===== src/hw/rtl/badc_pkg.sv =====
// Shared types, codes and arithmetic helpers for the backlight auto-dim controller.
// No dependencies; imported by badc_ctrl and backlight_auto_dim_controller.
package badc_pkg;

  localparam int unsigned TimeoutW = 16;
  localparam int unsigned PctW     = 7;
  localparam int unsigned DutyW    = 10;
  localparam int unsigned PvW      = 8;
  localparam int unsigned CfgIdxW  = 2;

  localparam logic [TimeoutW-1:0] DIM1_RESET = 16'd60;
  localparam logic [TimeoutW-1:0] DIM2_RESET = 16'd300;
  localparam logic [TimeoutW-1:0] OFF_RESET  = 16'd600;

  localparam logic [PctW-1:0] PCT_FULL     = 7'd100;
  localparam logic [PctW-1:0] PCT_USER_MIN = 7'd10;
  localparam logic [PctW-1:0] PCT_DIM_MIN  = 7'd5;

  // Duty is 1023*pct/100; with pct below 128 the product with 670434
  // shifted down by 16 gives the same truncated quotient.
  localparam int unsigned DutyMulW  = 20;
  localparam logic [DutyMulW-1:0] DUTY_MUL = 20'd670434;
  localparam int unsigned DutyShift = 16;

  // One fifth of a level below 128 as (v * 205) >> 10.
  localparam logic [7:0] FIFTH_MUL   = 8'd205;
  localparam int unsigned FifthShift = 10;

  typedef enum logic [1:0] {
    KIND_TICK     = 2'd0,
    KIND_ACTIVITY = 2'd1,
    KIND_SET_PCT  = 2'd2,
    KIND_UNUSED   = 2'd3
  } kind_t;

  typedef enum logic [1:0] {
    PH_ACTIVE = 2'd0,
    PH_DIM1   = 2'd1,
    PH_DIM2   = 2'd2,
    PH_OFF    = 2'd3
  } phase_t;

  typedef enum logic [CfgIdxW-1:0] {
    CFG_DIM1_TIMEOUT = 2'd0,
    CFG_DIM2_TIMEOUT = 2'd1,
    CFG_OFF_TIMEOUT  = 2'd2,
    CFG_DIM_INHIBIT  = 2'd3
  } cfg_idx_t;

  typedef struct packed {
    logic [TimeoutW-1:0] dim1_timeout_s;
    logic [TimeoutW-1:0] dim2_timeout_s;
    logic [TimeoutW-1:0] off_timeout_s;
    logic                dim_inhibit;
  } cfg_t;

  typedef struct packed {
    logic            update;
    logic            fade;
    logic [PctW-1:0] level;
    phase_t          phase;
  } result_t;

  function automatic logic [DutyW-1:0] duty_of(input logic [PctW-1:0] pct);
    logic [PctW+DutyMulW-1:0] prod;
    prod = {{DutyMulW{1'b0}}, pct} * {{PctW{1'b0}}, DUTY_MUL};
    return prod[DutyShift +: DutyW];
  endfunction

  function automatic logic [PctW-1:0] floor_dim(input logic [PctW-1:0] v);
    return (v < PCT_DIM_MIN) ? PCT_DIM_MIN : v;
  endfunction

  function automatic logic [PctW-1:0] fifth_of(input logic [PctW-1:0] v);
    logic [PctW+9:0] prod;
    prod = {10'd0, v} * {{(PctW+2){1'b0}}, FIFTH_MUL};
    return prod[FifthShift +: PctW];
  endfunction

endpackage


===== src/hw/rtl/badc_ctrl.sv =====
// Dimming state and per-item decision logic of the backlight auto-dim controller.
// Depends on badc_pkg for the kind and phase codes, the config struct and helpers.
module badc_ctrl (
  input  logic                        clk,
  input  logic                        rst_n,
  input  logic                        fire,
  input  logic [1:0]                  kind,
  input  logic [badc_pkg::PvW-1:0]    percent_value,
  input  badc_pkg::cfg_t              cfg,
  output badc_pkg::result_t           res
);
  import badc_pkg::*;

  phase_t              phase_r, phase_nxt;
  logic [TimeoutW-1:0] idle_r, idle_nxt;
  logic                started_r, started_nxt;
  logic                wake_r, wake_nxt;
  logic [PctW-1:0]     user_r, user_nxt;
  logic [PctW-1:0]     cur_r, cur_nxt;
  logic [PctW-1:0]     clamped;
  logic                upd, fad;
  logic                auto_on;

  always_comb begin
    if (percent_value > {1'b0, PCT_FULL}) begin
      clamped = PCT_FULL;
    end else if (percent_value < {1'b0, PCT_USER_MIN}) begin
      clamped = PCT_USER_MIN;
    end else begin
      clamped = percent_value[PctW-1:0];
    end
  end

  assign auto_on = (cfg.dim1_timeout_s != '0) && !cfg.dim_inhibit && started_r;

  always_comb begin
    phase_nxt   = phase_r;
    idle_nxt    = idle_r;
    started_nxt = started_r;
    wake_nxt    = wake_r;
    user_nxt    = user_r;
    cur_nxt     = cur_r;
    upd         = 1'b0;
    fad         = 1'b0;
    case (kind_t'(kind))
      KIND_TICK: begin
        // The seconds count saturates and is advanced before any compare.
        if (idle_r != '1) begin
          idle_nxt = idle_r + 1'b1;
        end
        if (wake_r) begin
          wake_nxt = 1'b0;
          cur_nxt  = user_r;
          upd      = 1'b1;
        end else if (auto_on) begin
          if (idle_nxt >= cfg.off_timeout_s && phase_r != PH_OFF) begin
            phase_nxt = PH_OFF;
            cur_nxt   = '0;
            upd       = 1'b1;
            fad       = 1'b1;
          end else if (idle_nxt >= cfg.dim2_timeout_s &&
                       (phase_r == PH_ACTIVE || phase_r == PH_DIM1)) begin
            phase_nxt = PH_DIM2;
            cur_nxt   = floor_dim(fifth_of(user_r));
            upd       = 1'b1;
            fad       = 1'b1;
          end else if (idle_nxt >= cfg.dim1_timeout_s && phase_r == PH_ACTIVE) begin
            phase_nxt = PH_DIM1;
            cur_nxt   = floor_dim({1'b0, user_r[PctW-1:1]});
            upd       = 1'b1;
            fad       = 1'b1;
          end
        end
      end
      KIND_ACTIVITY: begin
        idle_nxt    = '0;
        started_nxt = 1'b1;
        if (phase_r != PH_ACTIVE) begin
          phase_nxt = PH_ACTIVE;
          wake_nxt  = 1'b1;
        end
      end
      KIND_SET_PCT: begin
        user_nxt = clamped;
        if (phase_r == PH_ACTIVE) begin
          cur_nxt = clamped;
          upd     = 1'b1;
          fad     = 1'b1;
        end
      end
      default: begin
      end
    endcase
  end

  assign res = '{update: upd, fade: fad, level: cur_nxt, phase: phase_nxt};

  always_ff @(posedge clk) begin
    if (!rst_n) begin
      phase_r   <= PH_ACTIVE;
      idle_r    <= '0;
      started_r <= 1'b0;
      wake_r    <= 1'b0;
      user_r    <= PCT_FULL;
      cur_r     <= '0;
    end else if (fire) begin
      phase_r   <= phase_nxt;
      idle_r    <= idle_nxt;
      started_r <= started_nxt;
      wake_r    <= wake_nxt;
      user_r    <= user_nxt;
      cur_r     <= cur_nxt;
    end
  end

`ifndef SYNTHESIS
  // A wake can only be pending once the phase has returned to active.
  a_wake_active: assert property (@(posedge clk) disable iff (!rst_n)
    wake_r |-> phase_r == PH_ACTIVE)
    else $error("wake pending outside the active phase");

  // The off phase always shows a dark backlight.
  a_off_dark: assert property (@(posedge clk) disable iff (!rst_n)
    phase_r == PH_OFF |-> cur_r == '0)
    else $error("backlight lit in the off phase");

  // The stored user level never leaves its clamp range.
  a_user_range: assert property (@(posedge clk) disable iff (!rst_n)
    user_r >= PCT_USER_MIN && user_r <= PCT_FULL)
    else $error("user level out of range");
`endif

endmodule


===== src/hw/rtl/backlight_auto_dim_controller.sv =====
// Top level of the backlight auto-dim controller: stream ports, config registers,
// input and result registers. Depends on badc_pkg and badc_ctrl.
//
//   channel   direction  payload                                       handshake
//   in_       slave      tuser: kind[1:0]; tdata: percent_value[7:0]   tvalid/tready
//   out_      master     tdata: update, fade, pct, duty, phase          tvalid/tready
//   cfg_      write      cfg_index selects register, cfg_wdata value   cfg_we, no wait
//
// An item is taken into the input register; once the result register is free or
// draining, its result is worked out and written to the result register while the
// dimming state updates. One item per cycle is sustained while out_tready stays high.
// The input register keeps accepting while a result waits, until both stages are full.
// rst_n is synchronous and active low; it restores the register defaults and the
// active phase at full user brightness with the backlight dark.
module backlight_auto_dim_controller #(
  parameter logic [badc_pkg::TimeoutW-1:0] Dim1Reset = badc_pkg::DIM1_RESET,
  parameter logic [badc_pkg::TimeoutW-1:0] Dim2Reset = badc_pkg::DIM2_RESET,
  parameter logic [badc_pkg::TimeoutW-1:0] OffReset  = badc_pkg::OFF_RESET
) (
  input  logic                           clk,
  input  logic                           rst_n,
  input  logic                           in_tvalid,
  output logic                           in_tready,
  input  logic [1:0]                     in_tuser,   // kind[1:0]
  input  logic [7:0]                     in_tdata,   // percent_value[7:0]
  output logic                           out_tvalid,
  input  logic                           out_tready,
  // update[0], fade[1], brightness_pct[8:2], duty[18:9], dim_phase[20:19], zero fill
  output logic [23:0]                    out_tdata,
  input  logic                           cfg_we,
  input  logic [badc_pkg::CfgIdxW-1:0]   cfg_index,
  input  logic [badc_pkg::TimeoutW-1:0]  cfg_wdata
);
  import badc_pkg::*;

  cfg_t             cfg_r;
  logic             s1_valid_r;
  logic [1:0]       s1_kind_r;
  logic [PvW-1:0]   s1_pv_r;
  logic             s1_adv;
  logic             out_valid_r;
  result_t          res;
  result_t          out_res_r;
  logic [DutyW-1:0] out_duty_r;

  // Configuration writes land directly in their registers.
  always_ff @(posedge clk) begin
    if (!rst_n) begin
      cfg_r <= '{dim1_timeout_s: Dim1Reset, dim2_timeout_s: Dim2Reset,
                 off_timeout_s: OffReset, dim_inhibit: 1'b0};
    end else if (cfg_we) begin
      case (cfg_idx_t'(cfg_index))
        CFG_DIM1_TIMEOUT: cfg_r.dim1_timeout_s <= cfg_wdata;
        CFG_DIM2_TIMEOUT: cfg_r.dim2_timeout_s <= cfg_wdata;
        CFG_OFF_TIMEOUT:  cfg_r.off_timeout_s  <= cfg_wdata;
        CFG_DIM_INHIBIT:  cfg_r.dim_inhibit    <= cfg_wdata[0];
        default: begin
        end
      endcase
    end
  end

  // The decision stage moves on whenever the result register is free or draining.
  assign s1_adv    = !out_valid_r || out_tready;
  assign in_tready = !s1_valid_r || s1_adv;

  always_ff @(posedge clk) begin
    if (!rst_n) begin
      s1_valid_r <= 1'b0;
    end else if (in_tready) begin
      s1_valid_r <= in_tvalid;
    end
  end

  always_ff @(posedge clk) begin
    if (in_tready && in_tvalid) begin
      s1_kind_r <= in_tuser;
      s1_pv_r   <= in_tdata;
    end
  end

  badc_ctrl u_ctrl (
    .clk           (clk),
    .rst_n         (rst_n),
    .fire          (s1_valid_r && s1_adv),
    .kind          (s1_kind_r),
    .percent_value (s1_pv_r),
    .cfg           (cfg_r),
    .res           (res)
  );

  always_ff @(posedge clk) begin
    if (!rst_n) begin
      out_valid_r <= 1'b0;
    end else if (s1_adv) begin
      out_valid_r <= s1_valid_r;
    end
  end

  // Duty is derived from the new level here, one constant multiply.
  always_ff @(posedge clk) begin
    if (s1_adv && s1_valid_r) begin
      out_res_r  <= res;
      out_duty_r <= duty_of(res.level);
    end
  end

  assign out_tvalid = out_valid_r;
  assign out_tdata  = {3'b000, out_res_r.phase, out_duty_r, out_res_r.level,
                       out_res_r.fade, out_res_r.update};

`ifndef SYNTHESIS
  // A faded change is always a change.
  a_fade_update: assert property (@(posedge clk) disable iff (!rst_n)
    out_valid_r && out_res_r.fade |-> out_res_r.update)
    else $error("fade reported without an update");

  // Duty is zero exactly when the brightness is zero.
  a_duty_zero: assert property (@(posedge clk) disable iff (!rst_n)
    out_valid_r |-> ((out_res_r.level == '0) == (out_duty_r == '0)))
    else $error("duty and brightness disagree on dark");

  // Full brightness gives full duty.
  a_duty_full: assert property (@(posedge clk) disable iff (!rst_n)
    out_valid_r && out_res_r.level == PCT_FULL |-> out_duty_r == '1)
    else $error("full brightness without full duty");

  // A held item in the decision stage is not lost while the output stalls.
  a_s1_hold: assert property (@(posedge clk) disable iff (!rst_n)
    s1_valid_r && !s1_adv |=> s1_valid_r && $stable(s1_kind_r))
    else $error("decision stage dropped a stalled item");
`endif

endmodule

===== config.mk =====
export PLATFORM = sky130hd
export DESIGN_NAME = backlight_auto_dim_controller
export DESIGN_NICKNAME = d
export VERILOG_FILES = /design/src/hw/rtl/badc_pkg.sv /design/src/hw/rtl/badc_ctrl.sv /design/src/hw/rtl/backlight_auto_dim_controller.sv
export SDC_FILE = /design/constraint.sdc
export NUM_CORES = 1
export LEC_CHECK = 0
export BUFFER_PORTS_ARGS = -buffer_cell sky130_fd_sc_hd__buf_2
export CORE_MARGIN = 1
export CORE_UTILIZATION = 55
export CTS_BUF_LIST = sky130_fd_sc_hd__clkbuf_4 sky130_fd_sc_hd__clkbuf_8
export DETAILED_ROUTE_END_ITERATION = 7
export PLACE_DENSITY = 0.8
export SKIP_LAST_GASP = 1
export SLEW_MARGIN = 20
export SYNTH_ARGS = -nofsm -noshare
export SYNTH_HDL_FRONTEND = slang
export SYNTH_SLANG_ARGS = --single-unit

===== constraint.sdc =====
create_clock -name clk -period 26.7 [get_ports clk]
set_input_delay 4.005 -clock clk [delete_from_list [all_inputs] [get_ports clk]]
set_output_delay 4.005 -clock clk [all_outputs]
set_load 0.01 [all_outputs]

==> run_results.csv <==
group,metric,value,unit
clock_tree,cts_resized,0,
run_status,status,"complete, no violations",
worst_setup_path,cp-end-kind,"register",
logic_synthesis,syn_avg_cell_area,8.758,um^2
detailed_routing,drtIter0Drc,659,
timing,min_period_over_period,0.3611,
grt,grt_pass1_wl,37.75,mm
logic_synthesis,ys_seq_elements,116,
timing,worstMarginPinSlew,0.8934,ns
floorplan,core,16640,um^2
detailed_routing,met2_length,9.965,mm
detailed_routing,m1WireLength,10.21,mm
place,place_ws,17.27,ns
grt,track_usage,0.2701,
worst_setup_path,cpMaxStageDelayCell,"nor4b_1",
timing,timing.slew.headroom,0.4022,
clock_tree,numClockSinks,116,
worst_hold_path,hp-class,"reg2reg",
power,power.density,54.85,nW/um^2
cells_and_area,final_nets,1321,
logic_synthesis,syn_inst,1073,
timing,setup_ws,17.06,ns
job,cap_violations,0,
logic_synthesis,synth_top_area_share,0.1904,
logic_synthesis,synth_top_area_cell,"ha_1",
floorplan,rows,47,
clock_tree,clockBufferDepth,2,
worst_setup_path,slowest_delay,0.60,ns
grt,grt_max_degree,86,
detailed_routing,dr.max_layer_used,"met4",
worst_setup_path,start_kind,"register",
timing,drv_slew,0,
power,p_leak,4.683,nW
cells_and_area,syn_to_final_growth,9.453,%
timing,finalSetupViolations,0,
logic_synthesis,netlist_top_cells_count,"149 x nand2_1, 143 x ha_1, 122 x inv_1, 85 x dfxtp_1, 52 x a21oi_1",
place,io_buffers,55,
logic_synthesis,yosys_warnings,0,
timing,rsz0062_at_grt,"no",
clock_tree,cts_tree,"yes",
detailed_routing,drt_first_pass_iters,8,
worst_setup_path,crit_type,"reg2reg",
worst_setup_path,critPathTopFamily,"compound AO/OA/AOI/OAI gates",
timing,fin_setup_tns,0,ns
clock_tree,cts-buffers-inserted,17,
detailed_routing,wire_per_inst,16.54,um
cells_and_area,drive_gt1_frac,0.1135,
worst_setup_path,critPathArrivalTime,9.84,ns
worst_setup_path,required,26.89,ns
grt,antenna_found_initial,0,
place,routabilityCongestion,1.022,
clock_tree,cts_setup_buffers,0,
logic_synthesis,synth_ff_type,"dfxtp_1",
floorplan,die_w,132.7,um
floorplan,start_util,0.5647,
cells_and_area,n_fill_cell,1406,
floorplan,ios,59,
power,ir_drop,0.00003660,V
worst_setup_path,crit_fanout,8,
floorplan,die_y,132.7,um
timing,skew,0.008159,ns
timing,fmax,0.1037,GHz
cells_and_area,n_antenna_cell,0,
detailed_routing,drc,0,
floorplan,die-area,17610,um^2
detailed_routing,postRouteAntennaNets,0,
detailed_routing,vias,7910,
timing,timing_hold_violations_final,0,
logic_synthesis,async_flop_share,0,
timing,whs,0.4646,ns
timing,post-route-min-period,9.642,ns
logic_synthesis,synth_edf_count,31,
detailed_routing,viasPerCell,5.868,
logic_synthesis,synthesis.area,9398,um^2
clock_tree,cts_root_buffer,"clkbuf_8",
detailed_routing,wl,22.30,mm
clock_tree,htree_levels,4,
grt,first_global_vias,7756,
logic_synthesis,synth.area.top_cells,"ha_1 19%, dfxtp_1 18%, edfxtp_1 9.9%, fa_1 6.2%, nand2_1 6.0%",
logic_synthesis,yosysSeqAreaShare,0.2801,
logic_synthesis,synth_most_common_cell,"nand2_1",
grt,overflow,0,
worst_setup_path,crit_buf_inv,2,
detailed_routing,wl_met3,1.689,mm
clock_tree,clk_pin_slew,0.07,ns
clock_tree,clk_latency,0.44,ns
place,hpwl,17.08,mm
logic_synthesis,ys_types,85,
clock_tree,hold_buffers,0,
==> metal layers <==
layer,up-vias,track usage
li1,3878,-
met1,3691,0.3725
met2,308,0.4249
met3,33,0.05211
met4,0,0.08812
met5,-,0
==> cell families (layout without fill, tap and decap cells) <==
logic type / Yosys count / in the layout / share of synthesized area
simple gates: 317 / 317 / 0.1592
fa+ha+maj: 172 / 172 / 0.2522
xor+xnor: 24 / 24 / 0.02237
other cells: 1 / 3 / 0.0003990
mux: 4 / 4 / 0.004527
compound gates: 273 / 273 / 0.2118
flops: 116 / 116 / 0.2801
buf+inv: 166 / 219 / 0.06937
==> worst paths after layout <==
check	start	end	slack, ns	depth (start not counted)
max reg2reg	u_ctrl.idle_r[4]$_SDFFE_PN0P_	out_duty_r[8]$_DFFE_PP_	17.06	33
max	u_ctrl.idle_r[4]$_SDFFE_PN0P_	out_duty_r[8]$_DFFE_PP_	17.06	33
min	cfg_r[3]$_SDFFE_PN0P_	cfg_r[3]$_SDFFE_PN0P_	0.46	2
min reg2reg	cfg_r[3]$_SDFFE_PN0P_	cfg_r[3]$_SDFFE_PN0P_	0.46	2
==> cell type report <==
cell class | count | area, um^2 | share of cell area
Clock buffer | 22 | 302.8 | 0.02944
Clock inverter | 9 | 148.9 | 0.01448
Inverter | 126 | 473.0 | 0.04598
Multi-Input combinational cell | 793 | 6126 | 0.5955
Sequential cell | 116 | 2633 | 0.2559
Tap cell | 220 | 275.3 | 0.02676
Timing Repair Buffer | 62 | 327.8 | 0.03187
==> worst min-delay path: cells and delay by family (launching register included) <==
kind            cells  cell delay (ns)
compound gates      1             0.06
flops               1             0.31
simple gates        1             0.05
==> cell usage in the layout (no fill, tap or decap), drive strengths merged, types with 5 or more instances in the layout <==
cell type  count
o211ai        24
nand3         19
o21a          16
nand4         10
nand2        149
and2          10
fa            29
nor2          45
a21boi        40
inv          124
clkinv         7
clkbuf        22
a211oi        12
or2            9
nor2b         22
o21ai         40
a21o          13
nor3          19
xnor2         16
a21oi         53
buf           62
a22oi         14
edfxtp        31
ha           143
dfxtp         85
o2111ai        6
nor4           5
xor2           8
==> through the flow <==
| step | std cells | utilization | instance area [um^2] | power (W) |
|---|---|---|---|---|
| after floorplan | 1075 | - | 9405 | 0.0003331 |
| after global placement | 1317 | 0.5909 | 9834 | 0.0003723 |
| after detailed placement | 1317 | 0.5909 | 9834 | 0.0003776 |
| after CTS | 1348 | 0.6181 | 10290 | 0.0005660 |
| after global routing | 1348 | 0.6181 | 10290 | 0.0005966 |
| final | 1348 | 0.6181 | 10290 | 0.0005642 |
==> power breakdown <==
group	internal, W	switching, W	leakage [nW]
sequential	0.000193	0.00000499	0.988
clock	0.000113	0.0000731	0.234
combinational	0.0000729	0.000107	3.46
==> sequential cells by signal, summed over array words and instances, names as in the netlist <==
register,cells
u_ctrl.phase_r,2
s1_pv_r,8
u_ctrl.idle_r,16
u_ctrl.cur_r,7
u_ctrl.started_r,1
out_duty_r,10
cfg_r,49
s1_valid_r,1
u_ctrl.wake_r,1
u_ctrl.user_r,7
s1_kind_r,2
out_tvalid,1
out_tdata,11
No activity file was read; power rests on OpenSTA's default activity.
